### config.mk
export PLATFORM = sky130hd
export DESIGN_NAME = qdc_event_word_parser
export DESIGN_NICKNAME = d
export VERILOG_FILES = /design/src/rtl/core/qdc_pkg.sv /design/src/rtl/core/qdc_word_decode.sv /design/src/rtl/core/qdc_event_word_parser.sv
export SDC_FILE = /design/constraint.sdc
export NUM_CORES = 1
export LEC_CHECK = 0
export ABC_AREA = 1
export BUFFER_PORTS_ARGS = -buffer_cell sky130_fd_sc_hd__clkbuf_2
export CAP_MARGIN = 20
export CELL_PAD_IN_SITES_DETAIL_PLACEMENT = 1
export CELL_PAD_IN_SITES_GLOBAL_PLACEMENT = 1
export CORE_UTILIZATION = 29
export CTS_CLUSTER_DIAMETER = 120
export CTS_CLUSTER_SIZE = 24
export DETAILED_ROUTE_END_ITERATION = 8
export MAX_ROUTING_LAYER = met4
export PLACE_DENSITY = 0.59
export SYNTH_ARGS = -nofsm -noshare
export SYNTH_HDL_FRONTEND = slang
export SYNTH_SLANG_ARGS = --single-unit
### constraint.sdc
create_clock -name clk_i -period 6.4 [get_ports clk_i]
set_input_delay 1.92 -clock clk_i [delete_from_list [all_inputs] [get_ports clk_i]]
set_output_delay 1.92 -clock clk_i [all_outputs]
set_load 0.02 [all_outputs]
### src/rtl/core/qdc_pkg.sv
`timescale 1ns / 1ps
// ----------------------------------------------------------------------------
// qdc_pkg
// Shared types and constants of the readout word parser: word type codes,
// parse status codes, parser state and per-word result records.
// ----------------------------------------------------------------------------
package qdc_pkg;

  // Default depth of a readout buffer in words
  localparam int MAX_WORDS_DEF = 4096;

  // Largest count a 12-bit gate index can follow
  localparam logic [12:0] GATE_CAP = 13'd4096;

  // Word type, bits 26..24 of a readout word
  localparam int          TYPE_LSB    = 24;
  localparam logic [2:0]  TYPE_DATA   = 3'd0;
  localparam logic [2:0]  TYPE_HEADER = 3'd2;
  localparam logic [2:0]  TYPE_EOB    = 3'd4;

  // Data word fields
  localparam int CHAN_LSB  = 16;
  localparam int FLAG_LSB  = 12;

  typedef enum logic [2:0] {
    ST_RUN     = 3'd0,
    ST_DONE    = 3'd1,
    ST_STRAY   = 3'd2,
    ST_NESTED  = 3'd3,
    ST_BADTYPE = 3'd4
  } status_e;

  typedef struct packed {
    logic        in_block;
    logic [12:0] headers_seen;
    logic [12:0] hits_so_far;
    logic        parse_stopped;
  } parse_state_t;

  typedef struct packed {
    logic        hit_valid;
    logic [4:0]  channel;
    logic [11:0] adc_value;
    logic [11:0] gate_index;
    status_e     parse_status;
    logic [12:0] hit_count;
  } parse_result_t;

endpackage

### src/rtl/core/qdc_word_decode.sv
`timescale 1ns / 1ps
// ----------------------------------------------------------------------------
// qdc_word_decode
// Decodes one readout word against the current parser state and yields the
// next state and the result record of that word.
// ----------------------------------------------------------------------------
module qdc_word_decode #(
  parameter int MaxWords = qdc_pkg::MAX_WORDS_DEF
) (
  input  logic [31:0]           data_word_i,
  input  logic                  first_word_i,
  input  logic                  last_word_i,
  input  qdc_pkg::parse_state_t state_i,
  output qdc_pkg::parse_state_t state_o,
  output qdc_pkg::parse_result_t result_o
);
  import qdc_pkg::*;

  localparam int          HitCapInt = (MaxWords < 4096) ? MaxWords : 4096;
  localparam logic [12:0] HitCap    = 13'(HitCapInt);

  parse_state_t cur;
  parse_state_t nxt;
  status_e      status;
  logic [2:0]   wtype;
  logic [12:0]  gate_m1;

  assign wtype   = data_word_i[TYPE_LSB +: 3];
  assign gate_m1 = cur.headers_seen - 13'd1;

  always_comb begin
    // first word of a buffer starts from a clean state
    cur = first_word_i ? '0 : state_i;
    nxt = cur;
    status = ST_RUN;
    result_o = '0;

    if (cur.parse_stopped) begin
      status = ST_DONE;
    end else if (&data_word_i) begin
      status = ST_DONE;
    end else if (!cur.in_block) begin
      if (wtype == TYPE_HEADER) begin
        nxt.in_block = 1'b1;
        if (cur.headers_seen < GATE_CAP) begin
          nxt.headers_seen = cur.headers_seen + 13'd1;
        end
      end else begin
        status = ST_STRAY;
      end
    end else if (wtype == TYPE_HEADER) begin
      status = ST_NESTED;
    end else if (wtype == TYPE_EOB) begin
      nxt.in_block = 1'b0;
    end else if (wtype == TYPE_DATA) begin
      // drop overflow and under-threshold words
      if (data_word_i[FLAG_LSB +: 2] == 2'b00) begin
        result_o.hit_valid = 1'b1;
        result_o.channel   = data_word_i[CHAN_LSB +: 5];
        result_o.adc_value = data_word_i[11:0];
        if (cur.headers_seen == 13'd0) begin
          result_o.gate_index = 12'd0;
        end else if (gate_m1[12]) begin
          result_o.gate_index = 12'hFFF;
        end else begin
          result_o.gate_index = gate_m1[11:0];
        end
        if (cur.hits_so_far < HitCap) begin
          nxt.hits_so_far = cur.hits_so_far + 13'd1;
        end
      end
    end else begin
      status = ST_BADTYPE;
    end

    if (status == ST_RUN && last_word_i) begin
      status = ST_DONE;
    end
    if (status != ST_RUN) begin
      nxt.parse_stopped = 1'b1;
    end

    result_o.parse_status = status;
    result_o.hit_count    = nxt.hits_so_far;
    state_o = nxt;
  end

endmodule

### src/rtl/core/qdc_event_word_parser.sv
`timescale 1ns / 1ps
// ----------------------------------------------------------------------------
// qdc_event_word_parser
// Parses readout words of a charge converter buffer into hits, one word per
// request, and reports parse status and running hit count with every word.
// ----------------------------------------------------------------------------
//
//  Channel | Direction | Handshake                | Payload
//  --------+-----------+--------------------------+-----------------------------
//  in      | input     | in_valid_i / in_stall_o  | data_word_i, first_word_i,
//          |           |                          | last_word_i
//  out     | output    | out_valid_o / out_stall_i| hit_valid_o, channel_o,
//          |           |                          | adc_value_o, gate_index_o,
//          |           |                          | parse_status_o, hit_count_o
//
//  One request is taken per cycle while in_stall_o is low; each gives exactly
//  one result, presented on the output once it has passed the input register
//  and been decoded into the result register, where it waits to be taken.
//  The parser state loop (block flag, gate and hit counters) closes through
//  the decoder, which sets the one-per-cycle rate.
//  Reset (rst_ni low, asynchronous) empties both stages and clears the state.
//  A stall on the output holds the result register, then the input register,
//  then raises in_stall_o; nothing is lost or repeated.
// ----------------------------------------------------------------------------
module qdc_event_word_parser #(
  parameter int MAX_WORDS = qdc_pkg::MAX_WORDS_DEF
) (
  input  logic        clk_i,
  input  logic        rst_ni,
  // request channel
  input  logic        in_valid_i,
  output logic        in_stall_o,
  input  logic [31:0] data_word_i,
  input  logic        first_word_i,
  input  logic        last_word_i,
  // result channel
  output logic        out_valid_o,
  input  logic        out_stall_i,
  output logic        hit_valid_o,
  output logic [4:0]  channel_o,
  output logic [11:0] adc_value_o,
  output logic [11:0] gate_index_o,
  output logic [2:0]  parse_status_o,
  output logic [12:0] hit_count_o
);
  import qdc_pkg::*;

  localparam int          HitCapInt = (MAX_WORDS < 4096) ? MAX_WORDS : 4096;
  localparam logic [12:0] HitCap    = 13'(HitCapInt);

  // input register
  logic        in_valid_q;
  logic [31:0] word_q;
  logic        first_q;
  logic        last_q;

  // result register
  logic          out_valid_q;
  parse_result_t result_q;
  parse_result_t result_d;

  // parser state
  parse_state_t  state_q;
  parse_state_t  state_d;

  logic out_adv;   // result register may load
  logic dec_fire;  // word in input register moves to result register
  logic in_adv;    // input register may load

  assign out_adv  = !out_valid_q || !out_stall_i;
  assign dec_fire = in_valid_q && out_adv;
  assign in_adv   = !in_valid_q || out_adv;
  assign in_stall_o = !in_adv;

  qdc_word_decode #(
    .MaxWords(MAX_WORDS)
  ) u_decode (
    .data_word_i (word_q),
    .first_word_i(first_q),
    .last_word_i (last_q),
    .state_i     (state_q),
    .state_o     (state_d),
    .result_o    (result_d)
  );

  // input stage: load a new request whenever the stage drains
  always_ff @(posedge clk_i or negedge rst_ni) begin
    if (!rst_ni) begin
      in_valid_q <= 1'b0;
    end else if (in_adv) begin
      in_valid_q <= in_valid_i;
    end
  end

  always_ff @(posedge clk_i) begin
    if (in_adv && in_valid_i) begin
      word_q  <= data_word_i;
      first_q <= first_word_i;
      last_q  <= last_word_i;
    end
  end

  // result stage and state: advance only when the decoded word is taken
  always_ff @(posedge clk_i or negedge rst_ni) begin
    if (!rst_ni) begin
      out_valid_q <= 1'b0;
      state_q     <= '0;
    end else begin
      if (out_adv) begin
        out_valid_q <= in_valid_q;
      end
      if (dec_fire) begin
        state_q <= state_d;
      end
    end
  end

  always_ff @(posedge clk_i) begin
    if (dec_fire) begin
      result_q <= result_d;
    end
  end

  assign out_valid_o    = out_valid_q;
  assign hit_valid_o    = result_q.hit_valid;
  assign channel_o      = result_q.channel;
  assign adc_value_o    = result_q.adc_value;
  assign gate_index_o   = result_q.gate_index;
  assign parse_status_o = result_q.parse_status;
  assign hit_count_o    = result_q.hit_count;

  // hit counter saturates at its cap
  a_hit_cap : assert property (@(posedge clk_i) disable iff (!rst_ni)
    state_q.hits_so_far <= HitCap)
    else $error("hit counter beyond cap");

  // header counter saturates at the gate cap
  a_gate_cap : assert property (@(posedge clk_i) disable iff (!rst_ni)
    state_q.headers_seen <= GATE_CAP)
    else $error("header counter beyond cap");

  // an open block always has a header behind it
  a_block_header : assert property (@(posedge clk_i) disable iff (!rst_ni)
    state_q.in_block |-> (state_q.headers_seen != 13'd0))
    else $error("open block without header");

  // a delivered hit only comes with a running or finished parse
  a_hit_status : assert property (@(posedge clk_i) disable iff (!rst_ni)
    (out_valid_q && result_q.hit_valid) |->
      (result_q.parse_status == ST_RUN || result_q.parse_status == ST_DONE))
    else $error("hit reported with error status");

endmodule
== After elaboration in Yosys (flattened, before gate mapping) ==
Index checks and enable logic that the tools add are counted.

* Bits of input ports: 38
* Register bits: 110
* Word-level logic and storage cells: 70
* Output and inout bits: 48

* Bitwise operators: 3
* Reductions and logical operators: 18
* Muxes and demuxes: 27
* Add/subtract/negate cells: 3
* Equal/unequal tests: 2
* Magnitude comparators: 2

{| class="wikitable"
|+ Operator list
! cell !! count
|-
| $mux 13 || 8
|-
| $mux 27 || 2
|-
| $reduce_and 32->1 || 1
|-
| $mux 30 || 1
|-
| $mux 28 || 1
|-
| $add 13x1->13 const B || 2
|-
| $lt 13x13->1 const B || 2
|-
| $mux 12 || 2
|-
| $mux 3 || 7
|-
| $mux 14 || 1
|-
| $logic_not 13->1 || 1
|-
| $sub 13x1->13 const B || 1
|-
| $reduce_or 8->1 || 1
|-
| $reduce_or 7->1 || 1
|-
| $logic_not 3->1 || 2
|-
| $reduce_or 6->1 || 1
|-
| $logic_not 1->1 || 4
|-
| $mux 1 || 4
|-
| $eq 3x2->1 const B || 1
|-
| $eq 3x3->1 const B || 1
|-
| $logic_and 1x1->1 || 3
|-
| $not 1->1 || 3
|-
| $reduce_bool 3->1 || 1
|-
| $logic_not 2->1 || 1
|-
| 2 further kinds || 3
|}

== Longest topological paths before layout ==
Gate-level depths: netlist of run 1.

* Word-level depth: 12
* Gate-level depth with buffers: 17
* Gate-level depth less buffers: 15

== By module ==
From an unflattened synthesis of run 1, not the netlist that was laid out.

* Cells, all modules: 575
* Area, all modules: 5536.6 um2

{| class="wikitable"
|+ Modules (own cells, without submodules)
! module !! cells each !! instances !! area each (um2) !! sequential area each (um2)
|-
| qdc_event_word_parser || 213 || 1 || 3607.2 || 3153.0
|-
| qdc_word_decode || 362 || 1 || 1929.4 || 0.0
|}

== Worst setup path before layout of run 1 ==
Ideal clock, no wire load.

* Path type: input to output
* Start point: in out_stall_i
* End point: out in_stall_o
* Data required time: 4.480 ns
* Arrival: 2.297 ns
* Path buffers: 0
* Stages on the path: 2
* Setup slack: 2.183 ns
* Path through: nand2_1 nor2_1

* Longest elaborated chain between the ends: 4

{| class="wikitable"
|+ RTL lines
! item !! RTL line !! source
|-
| start, declared || qdc_event_word_parser.sv:38 || <nowiki>input logic out_stall_i,</nowiki>
|-
| $logic_not 1->1 || qdc_event_word_parser.sv:70 || <nowiki>assign out_adv = !out_valid_q || !out_stall_i;</nowiki>
|-
| $logic_or 1x1->1 || qdc_event_word_parser.sv:70 ||
|-
| $logic_or 1x1->1 || qdc_event_word_parser.sv:72 || <nowiki>assign in_adv = !in_valid_q || out_adv;</nowiki>
|-
| $logic_not 1->1 || qdc_event_word_parser.sv:73 || <nowiki>assign in_stall_o = !in_adv;</nowiki>
|-
| end, declared || qdc_event_word_parser.sv:32 || <nowiki>output logic in_stall_o,</nowiki>
|}

No other way between the ends.

== Worst setup path in the final report of run 1 ==
Same ends and word-level chain as after synthesis.

==> results of run 1 <==
-- cells in the mapped netlist, types with 2 or more instances --
master / instances
buf_6: 3
nand4_1: 10
nand3_1: 37
and2_1: 2
nand4_2: 2
o21ai_0: 12
o21ai_1: 9
inv_1: 81
nor4_1: 3
o22ai_1: 2
nand2_2: 9
inv_2: 3
nand2_1: 136
xor2_1: 12
edfxtp_1: 80
dfrtp_1: 30
ha_1: 5
nor3_1: 8
nor2_1: 80
a21oi_1: 5
clkbuf_1: 5
nand3b_1: 2
nor2_2: 2
nor3_2: 2
xnor2_1: 5
-- routing by layer --
metal  track usage [%]  routed length, um  up-vias
met1              18.0               5640     1894
met2              27.7               6670       58
met4              3.52                113        0
met5                 -                  0        -
met3              3.62                385        7
li1                  -                  -     1957
-- through the flow --
step	area, um^2	hold WS (ns)
floorplan	5210	0.443
global placement	5890	0.463
detailed placement	5890	0.468
global route	6190	0.529
CTS	6190	0.488
finish	6190	0.484
-- worst reg2reg max path: cells and delay by family (launching register included) --
kind / cells / cell delay (ns)
fa+ha+maj: 1 / 0.22
simple gates: 6 / 1.03
buf+inv: 1 / 0.41
flops: 1 / 0.74
compound gates: 2 / 0.29
-- final cells by class --
cell class                 count  area, um^2  area share, %
tap                          225         282           4.55
inverter                      84         315           5.10
sequential                   110        3150           51.0
timing repair buffer          87         440           7.12
multi-input combinational    350        1700           27.5
clock buffer                  10         229           3.70
clock inverter                 6        68.8           1.11
-- kinds of logic (layout without fill, tap and decap cells) --
group	Yosys count	count (layout)	share of synthesized area (%)
compound gates	30	30	3.05
xor+xnor	17	17	2.86
fa+ha+maj	5	5	1.20
buf+inv	92	187	7.06
flops	110	110	60.5
simple gates	298	298	25.4
-- worst min path at each step --
stage	endpoint	from	depth (start not counted)	slack, ns
after CTS	state_q[10]$_DFFE_PN0P_	state_q[10]$_DFFE_PN0P_	2	0.49
after floorplan	out_valid_o$_DFFE_PN0P_	in_valid_q$_DFFE_PN0N_	2	0.44
final	state_q[10]$_DFFE_PN0P_	state_q[10]$_DFFE_PN0P_	2	0.48
after detailed placement	state_q[10]$_DFFE_PN0P_	state_q[10]$_DFFE_PN0P_	2	0.47
after global placement	state_q[5]$_DFFE_PN0P_	state_q[5]$_DFFE_PN0P_	2	0.46
after global routing	state_q[12]$_DFFE_PN0P_	state_q[12]$_DFFE_PN0P_	2	0.53
-- flip-flops by register name, summed over array words and instances, names as in the netlist --
| signal | flops |
|---|---|
| word_q | 32 |
| state_q | 28 |
| hit_count_o | 13 |
| adc_value_o | 12 |
| gate_index_o | 12 |
| channel_o | 5 |
| parse_status_o | 3 |
| first_q | 1 |
| hit_valid_o | 1 |
| in_valid_q | 1 |
| last_q | 1 |
| out_valid_o | 1 |
-- power by group through the flow --
stage	logic [mW]	clock network, mW	registers [mW]
global placement	0.202	0	0.862
CTS	0.206	0.589	0.848
detailed placement	0.205	0	0.863
floorplan	0.0961	0	0.894
finish	0.201	0.566	0.847
global route	0.223	0.614	0.853
==> results.md, run 1 <==
* Total via count in the routed design at 3,916
* Fraction of the yosys area taken by sequential cells at 60.5%
* Internal reg-to-reg setup slack at 3.48 ns
* Register clock-pin slew on the reported worst setup and hold paths at 0.07 ns
* Hold Crit Class: reg2reg
* Total of endpoints with negative setup slack in the final report at 0
* Worst setup margin at 2.01 ns
* Cell count of the worst reg-to-reg path at 10
* Number of hold-slack violations in the final timing report at 0
* Run status: finished clean
* Main synth FF type: edfxtp_1
* Final number of max-transition violations at 0
* Part of the cycle the worst path needs at 68.6%
* Setup Skew at 0.0106 ns
* Required arrival time at the worst endpoint at about 4.5 ns
* Synthesis-to-layout area growth at 18.7%
* Post-Route Setup TNS at 0 ns
* DRT Pass-1 Iters at 4
* Area share of the largest cell type after synthesis at 46.1%
* Number of different library cells in the post-synthesis netlist at 32
* Mapped cell area at 5210 um^2
* Number of top-level design ports at 86
* Number of antenna violations at the first check in global routing at 0
* Endpoint of the most critical setup path: in_stall_o
* Net count reported at finish at 685
* Critical path class: in2out
* Placed wire-length estimate after detailed placement at 9.50 mm
* Max Buffers Root-to-Sink at 2
* Die span in y at 136 um
* Number of antenna cells inserted at 0
* Total of cells resized after clock tree synthesis at 0
* Post-Place Setup Slack at between 1.5 and 2 ns
* RSZ-0062 raised after global routing: no
* Bufs and invs on worst path at 2
* Tot Pwr at 1.61 mW
* Number of nets produced by synthesis at 595
* Switching Share at 26.6%
* Total core area at roughly 17,000 um^2
* Post-route ant nets at 0
* Final Non-Filler Cells at 872
* Internal power component at 1.18 mW
* Flop pwr share at 52.5%
* Number of sinks handled by clock tree synthesis at 110
* Total congestion overflow after global routing at 0
* Width of the chip at 136 um
* Reported net switching power at 0.430 mW
* Cell Rows at 48
* Crit Reg-Reg Endpoint: gate_index_o[10]$_SDFFCE_PP0P_
* Power density of the placed cells at 261 nW/um^2
* CP top delay family: buffers and inverters
* Overall routed net length at roughly 13 mm
* #FFs+latches synth at 110
* Warnings from Yosys at 0
* Worst-skew pair later-pin latency at around 0.36 ns
* Post-synthesis cell count at 552
* Setup crit start kind: input port
* Async SR Flop Fraction at between 20% and 30%
* First-pass GRT wire length at 21.5 mm
* Crit-path max FO at 2
* Hold-fix buffers, CTS at 0
* Placed cell count at 856
* Number of input and output port buffers inserted at 85
* Global router's overall resource usage at 15.7%
* Crit path time final at 4.39 ns
* Category of the worst setup path capture point: output port
* Detailed router's first-iteration violation count at between 150 and 200
* Most common cell type on the critical path: clkbuf_2
* Leading cell types in the layout, fill and taps excluded: nand2_1, clkbuf_2, inv_1
* Cell with the biggest individual delay on the critical path: clkbuf_2
* Number of buffers inserted to repair setup after CTS at 0
* Layout cells sized above 1 at around 19%
* Number of global-route vias before repair at 4,251
* Source of the critical timing path: out_stall_i
* Final core utilization at 35.5%
* Leak Pwr at 2.92 nW
* Tightest slew margin relative to the limit at 43.1%
* H-tree depth at 3
* Number of buffers inserted during clock tree synthesis at 9
* Worst flop-to-flop path startpoint: first_q$_DFFE_PP_
* Part of the total power dissipated in the clock network at 35.1%
* Worst-margin pin slew at 0.854 ns
* Number of filler cells placed in the layout at ~2,100
* Most frequent standard cell in the layout excluding fill and tap cells: nand2_1
* Reported max-cap violation count at 0
* Final GP Congestion at around 0.78
* Area of the die at 18,500 um^2
* Number of enable-type register cells in the synthesized netlist at 80
* Detail-routed net length per standard cell at roughly 15 um
* Maximum number of pins on one net before global-route repair at 64
* # DRC at 0
* Clock tree from TritonCTS: yes
* Comb pwr share at between 10% and 20%
* Mean area per synthesized cell at 9.45 um^2
* Max Clk Rate at 228 MHz
* Crit path largest cell delay at approximately 0.2 ns
* Cell-by-cell listing of the critical path: clkbuf_2 > nand2_1 > nor2_1 > clkbuf_2
* Clk root buf: clkbuf_16
* Via-to-Cell Ratio at 4.49
* Initial core utilization at roughly 30%
* Maximum vdd drop at 126 uV
* Total stage count of the critical path at 4
* Area contributors post-synth: edfxtp_1, dfrtp_1, nand2_1
* Signal arrival time at the worst endpoint at 2.47 ns
* Cell type contributing the most total cell area after synthesis: edfxtp_1
(Power assumes the default switching activity.)
==> inputs of run 2 (changes only) <==
--- a/config.mk
+++ b/config.mk
@@ -15,7 +15,7 @@
 export CTS_CLUSTER_SIZE = 24
 export DETAILED_ROUTE_END_ITERATION = 8
 export MAX_ROUTING_LAYER = met4
-export PLACE_DENSITY = 0.59
+export PLACE_DENSITY = 0.62
 export SYNTH_ARGS = -nofsm -noshare
 export SYNTH_HDL_FRONTEND = slang
 export SYNTH_SLANG_ARGS = --single-unit
==> constraint.sdc (replaced) <==
create_clock -name clk_i -period 3.7 [get_ports clk_i]
set_input_delay 1.11 -clock clk_i [delete_from_list [all_inputs] [get_ports clk_i]]
set_output_delay 1.11 -clock clk_i [all_outputs]
set_load 0.02 [all_outputs]
==> run 2 against run 1 <==
Net effect: cell area about the same; global-route usage shrank 0.15 points; power up 71%; highest routed layer unchanged; flip-flop and latch count stayed put; register-to-register slack got worse by 2.2 ns; critical path type unchanged; clock power increased by 66%; via count rose by 0.92%.
==> results.md, run 2 (synthesis gave the netlist of run 1 again) <==
* Run status: finished clean (unchanged)
* Number of global-route vias before repair at 4,242 (was 4,251)
* Number of input and output port buffers inserted at 85 (unchanged)
* Largest register by flop count: word_q (unchanged)
* RSZ-0062 raised after global routing: no (unchanged)
* Most frequent standard cell in the layout excluding fill and tap cells: nand2_1 (unchanged)
* Number of hold-slack violations in the final timing report at 0 (unchanged)
* Cell count of the worst reg-to-reg path at 9 (was 10)
* Max Clk Rate at approximately 360 MHz
* Via-to-Cell Ratio at 4.52 (was 4.49)
* Net count reported at finish at 688 (was 685)
* Final number of max-transition violations at 0 (unchanged)
* Total of cells resized after clock tree synthesis at 0 (unchanged)
* Leak Pwr at 2.93 nW (was 2.92 nW)
* Clk root buf: clkbuf_16 (unchanged)
* Hold-fix buffers, CTS at 0 (unchanged)
* Leading cell types in the layout, fill and taps excluded: nand2_1, clkbuf_2, inv_1 (unchanged)
* Layout cells sized above 1 at 19.7% (was 19.3%)
* Category of the worst setup path capture point: output port (unchanged)
* Die span in y at 136 um (unchanged)
* Overall routed net length at 12.9 mm (was 12.8 mm)
* Crit path time final at between 2 and 3 ns
* Tightest slew margin relative to the limit at 44.5% (was 43.1%)
* Number of top-level design ports at 86 (unchanged)
* Critical path class: in2out (unchanged)
* Post-Route Setup TNS at 0 ns (unchanged)
* Detailed router's first-iteration violation count at 138 (was 179)
* Maximum vdd drop at 245 uV (was 126 uV)
* Tot Pwr at 2.75 mW (was 1.61 mW)
* Post-route ant nets at 0 (unchanged)
* H-tree depth at 3 (unchanged)
* Crit-path max FO at 2 (unchanged)
* DRT Pass-1 Iters at 4 (unchanged)
* Area of the die at 18,500 um^2 (unchanged)
* Total via count in the routed design at 3,952 (was 3,916)
* Signal arrival time at the worst endpoint at 1.66 ns (was 2.47 ns)
* Clock tree from TritonCTS: yes (unchanged)
* Max Buffers Root-to-Sink at 2 (unchanged)
* Required arrival time at the worst endpoint at 2.59 ns (was 4.48 ns)
* Total core area at 17,400 um^2 (unchanged)
* Worst flop-to-flop path startpoint: first_q$_DFFE_PP_ (unchanged)
* Final instance area at 6190 um^2 (about the same)
* Setup Skew at 0.0134 ns (was 0.0106 ns)
* # DRC at 0 (unchanged)
* Width of the chip at 136 um (unchanged)
* Placed wire-length estimate after detailed placement at 9.66 mm (was 9.50 mm)
* Maximum number of pins on one net before global-route repair at 35 (was 64)
* Internal reg-to-reg setup slack at 1.26 ns (was 3.48 ns)
* Source of the critical timing path: out_stall_i (unchanged)
* Number of buffers inserted during clock tree synthesis at 9 (unchanged)
* Worst-skew pair later-pin latency at 0.36 ns (about the same)
* Max reg flops at 32 (unchanged)
* Detail-routed net length per standard cell at 14.8 um (was 14.7 um)
* Cell Rows at 48 (unchanged)
* Power density of the placed cells at 445 nW/um^2 (was 261 nW/um^2)
* Number of antenna violations at the first check in global routing at 0 (unchanged)
* Number of buffers inserted to repair setup after CTS at 0 (unchanged)
* Crit Reg-Reg Endpoint: gate_index_o[0]$_SDFFCE_PP0P_ (was gate_index_o[10]$_SDFFCE_PP0P_)
* Register clock-pin slew on the reported worst setup and hold paths at 0.07 ns (about the same)
* Hold Crit Class: reg2reg (unchanged)
* Placement-stage cell area at 5910 um^2 (was 5890 um^2)
* Number of sinks handled by clock tree synthesis at 110 (unchanged)
* Worst-margin pin slew at 0.832 ns (was 0.854 ns)
* Initial core utilization at 29.9% (unchanged)
* Part of the cycle the worst path needs at 75.0%
* Total of endpoints with negative setup slack in the final report at 0 (unchanged)
* Synthesis-to-layout area growth at 18.7% (about the same)
* Global router's overall resource usage at 15.5% (was 15.7%)
* Total congestion overflow after global routing at 0 (unchanged)
* Endpoint of the most critical setup path: in_stall_o (unchanged)
* Setup crit start kind: input port (unchanged)
* First-pass GRT wire length at 21.2 mm (was 21.5 mm)
* Origin of the worst min-delay path: state_q[5]$_DFFE_PN0P_ (was state_q[10]$_DFFE_PN0P_)
* Number of antenna cells inserted at 0 (unchanged)
* Final GP Congestion at 0.813 (was 0.778)
* Reported max-cap violation count at 0 (unchanged)
## run 2: cell count changes in the layout (fill, tap and decap cells not counted)
| cell | before | now |
|---|---|---|
| clkbuf_1 | 1 | 0 |
| buf_4 | 2 | 5 |
| clkinv_4 | 1 | 0 |
| bufinv_16 | 1 | 0 |
| inv_6 | 2 | 4 |
| inv_8 | 0 | 1 |
| clkinvlp_4 | 1 | 0 |
## run 2: power by group
part	leakage (nW)	total, mW	switching [mW]	internal, mW
logic	1.60	0.355	0.259	0.0967
clock network	0.139	0.938	0.471	0.467
registers	1.19	1.46	0.0373	1.42
total	2.93	2.75	0.767	1.99
## run 2: per-layer routing
layer / GRT usage (%) / routed length, um / up-vias
met5: - / 0 / -
li1: - / - / 1968
met4: 4.63 / 151 / 0
met1: 17.0 / 5580 / 1904
met3: 3.88 / 521 / 14
met2: 27.6 / 6670 / 66
## run 2: how the worst min path moves through the flow
stage	slack, ns	end	cells after the start
final	0.49	state_q[5]$_DFFE_PN0P_	2
after global routing	0.54	state_q[11]$_DFFE_PN0P_	2
after CTS	0.49	state_q[5]$_DFFE_PN0P_	2
after detailed placement	0.47	state_q[5]$_DFFE_PN0P_	2
after global placement	0.46	state_q[5]$_DFFE_PN0P_	2
after floorplan	0.44	out_valid_o$_DFFE_PN0P_	2
## run 2: critical path: stages
cell and delay, ns:
clkbuf_2 0.12, nand2_1 0.08, nor2_1 0.16, clkbuf_2 0.20
## run 2: layout make-up
| class | count | area [um^2] |
|---|---|---|
| Sequential cell | 110 | 3150 |
| Tap cell | 225 | 282 |
| Timing Repair Buffer | 90 | 463 |
| Clock buffer | 9 | 225 |
| Clock inverter | 6 | 51.3 |
| Multi-Input combinational cell | 350 | 1700 |
| Inverter | 84 | 315 |
| Fill cell | 2064 | 11200 |
## run 2: stage by stage
stage / hold WS (ns) / setup slack [ns] / utilization, % / instances
floorplan: 0.443 / 0.357 / - / 552
global placement: 0.464 / 0.992 / 34.0 / 859
detailed placement: 0.474 / 0.905 / 34.0 / 859
CTS: 0.494 / 0.913 / 35.5 / 874
global route: 0.540 / 0.879 / 35.5 / 874
finish: 0.486 / 0.925 / 35.5 / 874
